[src/hw/rtl/cnad_pkg.sv]
// shared constants, types and the reciprocal table of the neighbour average demosaic
// no dependencies; used by cnad_chan and cfa_neighbour_average_demosaic_top
`default_nettype none

package cnad_pkg;

  localparam int SAMPLE_BITS = 16;
  localparam int COORD_BITS  = 12;
  localparam int FRAC_BITS   = 3;

  localparam int DIM_BITS    = 13;
  localparam int CODE_BITS   = 2;
  localparam int NB_COUNT    = 8;
  localparam int CNT_BITS    = 4;
  localparam int SUM_BITS    = SAMPLE_BITS + 3;
  localparam int OUT_BITS    = SAMPLE_BITS + FRAC_BITS;
  localparam int NUM_BITS    = SUM_BITS + FRAC_BITS + 2;
  localparam int RECIP_SHIFT = NUM_BITS;
  localparam int RECIP_BITS  = NUM_BITS;
  localparam int DIV_BITS    = CNT_BITS + 1;
  localparam int REM_BITS    = DIV_BITS + 1;
  localparam int REG_IDX_BITS = 3;

  localparam int IN_BITS     = 2 * COORD_BITS + 9 * SAMPLE_BITS;
  localparam int IN_BYTES_BITS  = ((IN_BITS + 7) / 8) * 8;
  localparam int OUT_BYTES_BITS = ((3 * OUT_BITS + 7) / 8) * 8;

  // channel codes
  localparam logic [CODE_BITS-1:0] CH_RED   = 2'd0;
  localparam logic [CODE_BITS-1:0] CH_GREEN = 2'd1;
  localparam logic [CODE_BITS-1:0] CH_BLUE  = 2'd2;

  // register indexes
  localparam logic [REG_IDX_BITS-1:0] REG_FRAME_WIDTH  = 3'd0;
  localparam logic [REG_IDX_BITS-1:0] REG_FRAME_HEIGHT = 3'd1;
  localparam logic [REG_IDX_BITS-1:0] REG_CFA_EE       = 3'd2;
  localparam logic [REG_IDX_BITS-1:0] REG_CFA_EO       = 3'd3;
  localparam logic [REG_IDX_BITS-1:0] REG_CFA_OE       = 3'd4;
  localparam logic [REG_IDX_BITS-1:0] REG_CFA_OO       = 3'd5;

  typedef logic [SAMPLE_BITS-1:0] sample_t;
  // neighbours: nw, n, ne, w, e, sw, s, se
  typedef sample_t [NB_COUNT-1:0] nbrs_t;

  typedef struct packed {
    logic en2;
    logic en3;
    logic en4;
  } pipe_ctrl_t;

  // floor(2^RECIP_SHIFT / (2 * count)) for the averaging divide
  localparam logic [RECIP_SHIFT:0] RECIP_ONE = (RECIP_SHIFT + 1)'(1) << RECIP_SHIFT;
  localparam logic [RECIP_BITS-1:0] RECIP_C1 = RECIP_BITS'(RECIP_ONE / 2);
  localparam logic [RECIP_BITS-1:0] RECIP_C2 = RECIP_BITS'(RECIP_ONE / 4);
  localparam logic [RECIP_BITS-1:0] RECIP_C3 = RECIP_BITS'(RECIP_ONE / 6);
  localparam logic [RECIP_BITS-1:0] RECIP_C4 = RECIP_BITS'(RECIP_ONE / 8);
  localparam logic [RECIP_BITS-1:0] RECIP_C5 = RECIP_BITS'(RECIP_ONE / 10);
  localparam logic [RECIP_BITS-1:0] RECIP_C6 = RECIP_BITS'(RECIP_ONE / 12);
  localparam logic [RECIP_BITS-1:0] RECIP_C7 = RECIP_BITS'(RECIP_ONE / 14);
  localparam logic [RECIP_BITS-1:0] RECIP_C8 = RECIP_BITS'(RECIP_ONE / 16);

  function automatic logic [RECIP_BITS-1:0] recip(input logic [CNT_BITS-1:0] count);
    logic [RECIP_BITS-1:0] r;
    unique case (count)
      4'd1:    r = RECIP_C1;
      4'd2:    r = RECIP_C2;
      4'd3:    r = RECIP_C3;
      4'd4:    r = RECIP_C4;
      4'd5:    r = RECIP_C5;
      4'd6:    r = RECIP_C6;
      4'd7:    r = RECIP_C7;
      4'd8:    r = RECIP_C8;
      default: r = '0;
    endcase
    return r;
  endfunction

endpackage

`default_nettype wire

[src/hw/rtl/cnad_chan.sv]
// one colour channel: masked neighbour sum, reciprocal multiply, rounding fix-up
// depends on cnad_pkg; stage enables come from the top level
`default_nettype none

module cnad_chan (
  input  wire logic                              clk,
  input  wire cnad_pkg::pipe_ctrl_t              ctrl,
  input  wire logic [cnad_pkg::NB_COUNT-1:0]     mask,
  input  wire logic                              pass,
  input  wire cnad_pkg::nbrs_t                   nbrs,
  input  wire cnad_pkg::sample_t                 centre,
  output logic [cnad_pkg::OUT_BITS-1:0]          result
);
  import cnad_pkg::*;

  // stage 2
  logic [SUM_BITS-1:0]    sum2;
  logic [SUM_BITS-1:0]    sum2_next;
  logic [CNT_BITS-1:0]    cnt2;
  logic                   pass2;
  sample_t                centre2;

  // stage 3
  logic [NUM_BITS+RECIP_BITS-1:0] prod3;
  logic [NUM_BITS-1:0]    num3;
  logic [NUM_BITS-1:0]    num2;
  logic [CNT_BITS-1:0]    cnt3;
  logic                   pass3;
  sample_t                centre3;

  // stage 4 logic
  logic [OUT_BITS-1:0]          q_est;
  logic [DIV_BITS-1:0]          divisor;
  logic [OUT_BITS+DIV_BITS-1:0] qd;
  logic [REM_BITS-1:0]          rem;
  logic [OUT_BITS-1:0]          result_next;

  always_comb begin
    sum2_next = '0;
    for (int i = 0; i < NB_COUNT; i++) begin
      if (mask[i]) begin
        sum2_next = sum2_next + SUM_BITS'(nbrs[i]);
      end
    end
  end

  always_ff @(posedge clk) begin
    if (ctrl.en2) begin
      sum2    <= sum2_next;
      cnt2    <= CNT_BITS'($countones(mask));
      pass2   <= pass;
      centre2 <= centre;
    end
  end

  // numerator of the round-half-up divide: sum * 2^(frac+1) + count
  assign num2 = (NUM_BITS'(sum2) << (FRAC_BITS + 1)) + NUM_BITS'(cnt2);

  always_ff @(posedge clk) begin
    if (ctrl.en3) begin
      prod3   <= (NUM_BITS + RECIP_BITS)'(num2) * (NUM_BITS + RECIP_BITS)'(recip(cnt2));
      num3    <= num2;
      cnt3    <= cnt2;
      pass3   <= pass2;
      centre3 <= centre2;
    end
  end

  // estimate is exact or one low; one compare fixes it
  always_comb begin
    q_est   = prod3[RECIP_SHIFT +: OUT_BITS];
    divisor = {cnt3, 1'b0};
    qd      = (OUT_BITS + DIV_BITS)'(q_est) * (OUT_BITS + DIV_BITS)'(divisor);
    rem     = num3[REM_BITS-1:0] - qd[REM_BITS-1:0];
    if (pass3) begin
      result_next = OUT_BITS'(centre3) << FRAC_BITS;
    end else if (cnt3 == '0) begin
      result_next = '0;
    end else if (rem >= REM_BITS'(divisor)) begin
      result_next = q_est + OUT_BITS'(1);
    end else begin
      result_next = q_est;
    end
  end

  always_ff @(posedge clk) begin
    if (ctrl.en4) begin
      result <= result_next;
    end
  end

endmodule

`default_nettype wire

[config.mk]
export PLATFORM = sky130hd
export DESIGN_NAME = cnad_chan
export DESIGN_NICKNAME = d
export VERILOG_FILES = /design/src/hw/rtl/cnad_pkg.sv /design/src/hw/rtl/cnad_chan.sv
export SDC_FILE = /design/constraint.sdc
export NUM_CORES = 2
export LEC_CHECK = 0
export BUFFER_PORTS_ARGS = -buffer_cell sky130_fd_sc_hd__buf_4
export CAP_MARGIN = 20
export CORE_ASPECT_RATIO = 0.9
export CORE_UTILIZATION = 46
export DETAILED_ROUTE_END_ITERATION = 8
export PLACE_DENSITY = 0.75
export SETUP_SLACK_MARGIN = 0.4
export SYNTH_ARGS = -nofsm -noshare
export SYNTH_HDL_FRONTEND = slang
export SYNTH_SLANG_ARGS = --single-unit
[constraint.sdc]
create_clock -name clk -period 25.5 [get_ports clk]
set_input_delay 3.825 -clock clk [delete_from_list [all_inputs] [get_ports clk]]
set_output_delay 3.825 -clock clk [all_outputs]
set_load 0.1 [all_outputs]
## Word-level counts from Yosys, hierarchy flattened

Memories as Yosys holds them, arrays and structs flattened. A register that Yosys moved wholly into a read port is not among the register bits.
Cells that the tools add are included.

- Word-level logic and storage cells: 47
- Memories: 1
- Register bits after elaboration: 129
- Input port bits: 157
- Bits in read-only memories: 384

- Reduce and logical (&&, ||, !) cells: 2
- $add $sub $neg: 17
- Muxes and demuxes: 13
- Order comparisons: 1
- $mul: 2

Memories:

| name | words | bits a word | rd ports | clocked after memory_dff | wr ports | line | source |
|---|---|---|---|---|---|---|---|
| (name not given) | 16 | 24 | 1 | 1 | 0 | cnad_pkg.sv:64 | `unique case (count)` |

Operators with widths:

| operator | number |
|---|---|
| $mux 19 | 10 |
| $add 19x16->19 | 7 |
| $mul 24x24->43 | 1 |
| $add 23x4->24 | 1 |
| $mux 24 | 1 |
| $add 19x1->19 const B | 1 |
| $mul 19x4->5 | 1 |
| $mux 16 | 1 |
| $add 1x1->2 | 4 |
| $add 2x2->3 | 2 |
| $ge 6x5->1 | 1 |
| $sub 6x6->6 | 1 |
| $add 3x3->4 | 1 |
| $logic_not 4->1 | 1 |
| $mux 4 | 1 |
| $reduce_or 2->1 | 1 |

## Longest topological paths before layout

- Word-level depth: 15
- Gate-level depth with buffers: 56

## Worst setup path before layout

Ideal clock, no wire load.

- Kind: input -> register
- Start: input mask[0] (netlist name)
- End: register sum2[18], data pin
- Stages on the path: 49
- Arrival time: 13.705 ns
- Buffers on the path: 1
- Slack: 11.529 ns
- Cells stage by stage: buf_2 and2_1 ha_1 fa_1 a21oi_1 o22ai_1 o21a_1 o21a_1 or3_1 and4_1 or2_2 ha_1 or3_1 o21ai_0 xnor2_1 a22o_1 a41o_1 ha_1 (+13 left out) or3_1 o31ai_1 xnor2_1 a21oi_1 nand2_1 ha_1 a21oi_1 nand2_1 a41oi_1 xnor2_1 mux2_2 ha_1 nand4b_1 a41oi_1 nor2_1 o21ai_0 mux2i_1 xor2_1

- Cells in the longest elaborated chain, start to end: 15

RTL lines:

| what | line | source |
|---|---|---|
| from (decl) | cnad_chan.sv:8 | `input wire logic [cnad_pkg::NB_COUNT-1:0] mask,` |
| $mux 16 * | cnad_chan.sv:41 | `if (mask[i]) begin` |
| $add 19x16->19 | cnad_chan.sv:42 | `sum2_next = sum2_next + SUM_BITS'(nbrs[i]);` |
| $mux 19 * | cnad_chan.sv:41 |  |
| $add 19x16->19 | cnad_chan.sv:42 |  |
| $mux 19 * | cnad_chan.sv:41 |  |
| $add 19x16->19 | cnad_chan.sv:42 |  |
| $mux 19 * | cnad_chan.sv:41 |  |
| $add 19x16->19 | cnad_chan.sv:42 |  |
| $mux 19 * | cnad_chan.sv:41 |  |
| $add 19x16->19 | cnad_chan.sv:42 |  |
| $mux 19 * | cnad_chan.sv:41 |  |
| $add 19x16->19 | cnad_chan.sv:42 |  |
| $mux 19 * | cnad_chan.sv:41 |  |
| $add 19x16->19 | cnad_chan.sv:42 |  |
| $mux 19 * | cnad_chan.sv:41 |  |
| named net sum2_next[18] | cnad_chan.sv:18 | `logic [SUM_BITS-1:0] sum2_next;` |
| to (signal assigned) | cnad_chan.sv:49 | `sum2 <= sum2_next;` |
| to (decl) | cnad_chan.sv:17 | `logic [SUM_BITS-1:0] sum2;` |

Mark *: on every way through the listed nets, which the timed path passes. The rest lies on a longest branch.
A chain may end at the register's enable or synchronous reset.

## Final worst setup path

Same ends and word-level chain as after synthesis.

==> flow_metrics.tcl <==
set metrics [dict create \
    status "completed" \
    cts_buffer_depth 2 \
    path_class "in -> reg" \
    drt-wirelength-per-cell_um 18.1 \
    relSlewSlack_pct 24.1 \
    area_growth_pct 10.2 \
    fmax_mhz 67.8 \
    antenna_found_initial 2 \
    clk_pin_slew_worst_paths_ns 0.06 \
    setup_viol 0 \
    maxCapViolCount 0 \
    ys_seq_area_share_pct 12.8 \
    fin_nets 3757 \
    tightest_slew_ns 1.14 \
    start_util_pct 46.8 \
    synth-edff-count 101 \
    fill_cells 4952 \
    synth_cell_type_count 75 \
    grt_overflow 0 \
    drive_above_1_share_pct 9.53 \
    grt_max_degree 46 \
    synthFlopType "edfxtp_1" \
    routabilityCongestion 1.00 \
    rsz0062_at_grt "no" \
    crit_start "mask[0]" \
    cts_hold_buffers 0 \
    worstRegToRegCells 22 \
    critPathCapture "sum2[18]$_DFFE_PP_" \
    finalClockSkew_ns 0.0235 \
    timing.rr.end "prod3[42]$_DFFE_PP_" \
    postSynthAreaPerCell_um2 9.25 \
    fin_crit_sh_pct 57.8 \
    yosys_warnings 0 \
    fp.dieH_um 226 \
    numCtsBuffers 17 \
    regArea_mm2 0.00327 \
    max_stage_delay_ns 0.60 \
    rrSetupSlack_ns 17.24 \
    grtUsageTotal_pct 24.1 \
    core_mm2 0.0547 \
    dp_hpwl_um 54800 \
    ios 176 \
    die_width_um 251 \
    row_count 81 \
    syn_area_mm2 0.0256 \
    fp.dieArea_mm2 0.0567 \
    vias 19473 \
    hold_path_class "reg -> reg" \
    period_minus_slack_ns 14.74 \
    cts_root_buffer "clkbuf_16" \
    synth_seq_cells 113 \
    post-cts-setup-buffers 0 \
    cp_slowest_cell "a221oi_1" \
    vias_per_cell 5.39 \
    placed_area_mm2 0.0276 \
    slew_viol_final 0 \
    portBuffers 175 \
    hold_viol_final 0 \
    mostFrequentLayoutCells "inv_1 (595), fa_1 (427), nand2_1 (279), ha_1 (279), buf_4 (179)" \
    end_kind "flip-flop" \
    syn_inst 2769 \
    required_ns 25.66 \
    critical_path.max_fanout 25 \
    worstSetupStartpointType "input pin" \
    fin_area_mm2 0.0282 \
    drt-initial-drc-count 1360 \
    clock-sinks 113 \
    final_common_cell "inv_1" \
    synthArstFlopShare_pct 0 \
    grt_pass1_vias 20280 \
    totalWireLength_um 65400 \
    grt_pass1_wl_um 105000 \
    htreeDepth 4 \
    ant_nets 0 \
    drc_errors 0 \
    synth_fp_nets 3632 \
    tns_ns 0 \
    clkLatencyLatePin_ns 0.45 \
    multi_input_comb_area_mm2 0.0198 \
    post_cts_resized 0 \
    cts_tree "yes" \
    dr.pass1.iters 5 \
    cp_common_cell "ha_1" \
    arrival_ns 14.91 \
]
-- cells in the mapped netlist, drive strengths merged, types with 11 or more instances --
library cell | instances | area share [%]
o21a | 28 | 0.82
a211oi | 20 | 0.63
clkbuf | 70 | 1.0
fa | 427 | 33
dfxtp | 12 | 0.94
nand2 | 279 | 4.1
nor3 | 22 | 0.43
a31oi | 12 | 0.29
nand2b | 19 | 0.46
nor2 | 106 | 1.6
inv | 595 | 8.7
nor2b | 15 | 0.37
edfxtp | 101 | 12
and3 | 11 | 0.27
mux2i | 12 | 0.47
mux2 | 46 | 2.1
o21ai | 93 | 1.8
o211ai | 16 | 0.47
ha | 279 | 14
and2 | 148 | 3.6
xor2 | 48 | 1.6
nand3 | 38 | 0.74
or3 | 17 | 0.41
a21oi | 93 | 1.8
xnor2 | 93 | 3.2
a21o | 45 | 1.3
-- metal layers --
metal	wire (µm)	GRT usage, %	part of all wire (%)
met5	17	0	0.026
met4	1130	4.95	1.7
met3	6980	6.64	11
met2	30100	39.6	46
met1	27200	31.8	42
-- kinds of logic (layout without fill, tap and decap cells) --
| logic type | Yosys count | in the layout | synth area share (%) |
|---|---|---|---|
| AOI/OAI and AO/OA | 396 | 396 | 10.2 |
| buffers and inverters | 672 | 810 | 9.85 |
| muxes | 58 | 58 | 2.55 |
| other | 0 | 1 | 0 |
| and+or+nand+nor | 681 | 681 | 12.7 |
| DFF | 113 | 113 | 12.8 |
| xor gates and xnor gates | 142 | 142 | 4.91 |
| adders and majority gates | 707 | 707 | 47.0 |
-- final cells by class --
cell class	instances	share of cell area, %
multi-input cells	1984	70.3
flip-flops and latches	113	11.6
inverters	599	7.96
repair buffers	179	4.76
well taps	705	3.12
clock buffers	17	1.51
clock inverters	15	0.784
diodes	1	0.00886
-- per-stage QoR --
step / setup WS [ns] / utilization, % / cells / hold WS, ns
finish: 10.76 / 51.6 / 3613 / 0.415
global placement: 10.62 / 50.4 / 3580 / 0.401
detailed placement: 10.38 / 50.4 / 3580 / 0.405
global route: 9.69 / 51.6 / 3612 / 0.425
floorplan: 11.53 / - / 2769 / 0.400
CTS: 10.81 / 51.6 / 3612 / 0.418
-- critical path, delay by kind of cell --
kind	cells	cell delay (ns)
multiplexers	3	0.71
adder cells (fa/ha/maj)	8	2.38
buffers and inverters	1	0.20
XOR/XNOR	6	0.83
AO/OA/AOI/OAI	19	4.50
AND/OR/NAND/NOR	12	2.46
-- worst min path at each step --
stage	start	endpoint	slack (ns)	cells past startpoint
2_1_floorplan	centre2[0]$_DFFE_PP_	centre3[0]$_DFFE_PP_	0.40	0
3_3_place_gp	centre2[1]$_DFFE_PP_	centre3[1]$_DFFE_PP_	0.40	0
3_5_place_dp	centre2[11]$_DFFE_PP_	centre3[11]$_DFFE_PP_	0.40	0
4_1_cts	centre2[11]$_DFFE_PP_	centre3[11]$_DFFE_PP_	0.42	0
5_1_grt	centre2[11]$_DFFE_PP_	centre3[11]$_DFFE_PP_	0.43	0
6_report	centre2[12]$_DFFE_PP_	centre3[12]$_DFFE_PP_	0.41	0
Power is not shown: default switching activity piles up to over one toggle a cycle in this logic, so the estimate is an artifact.
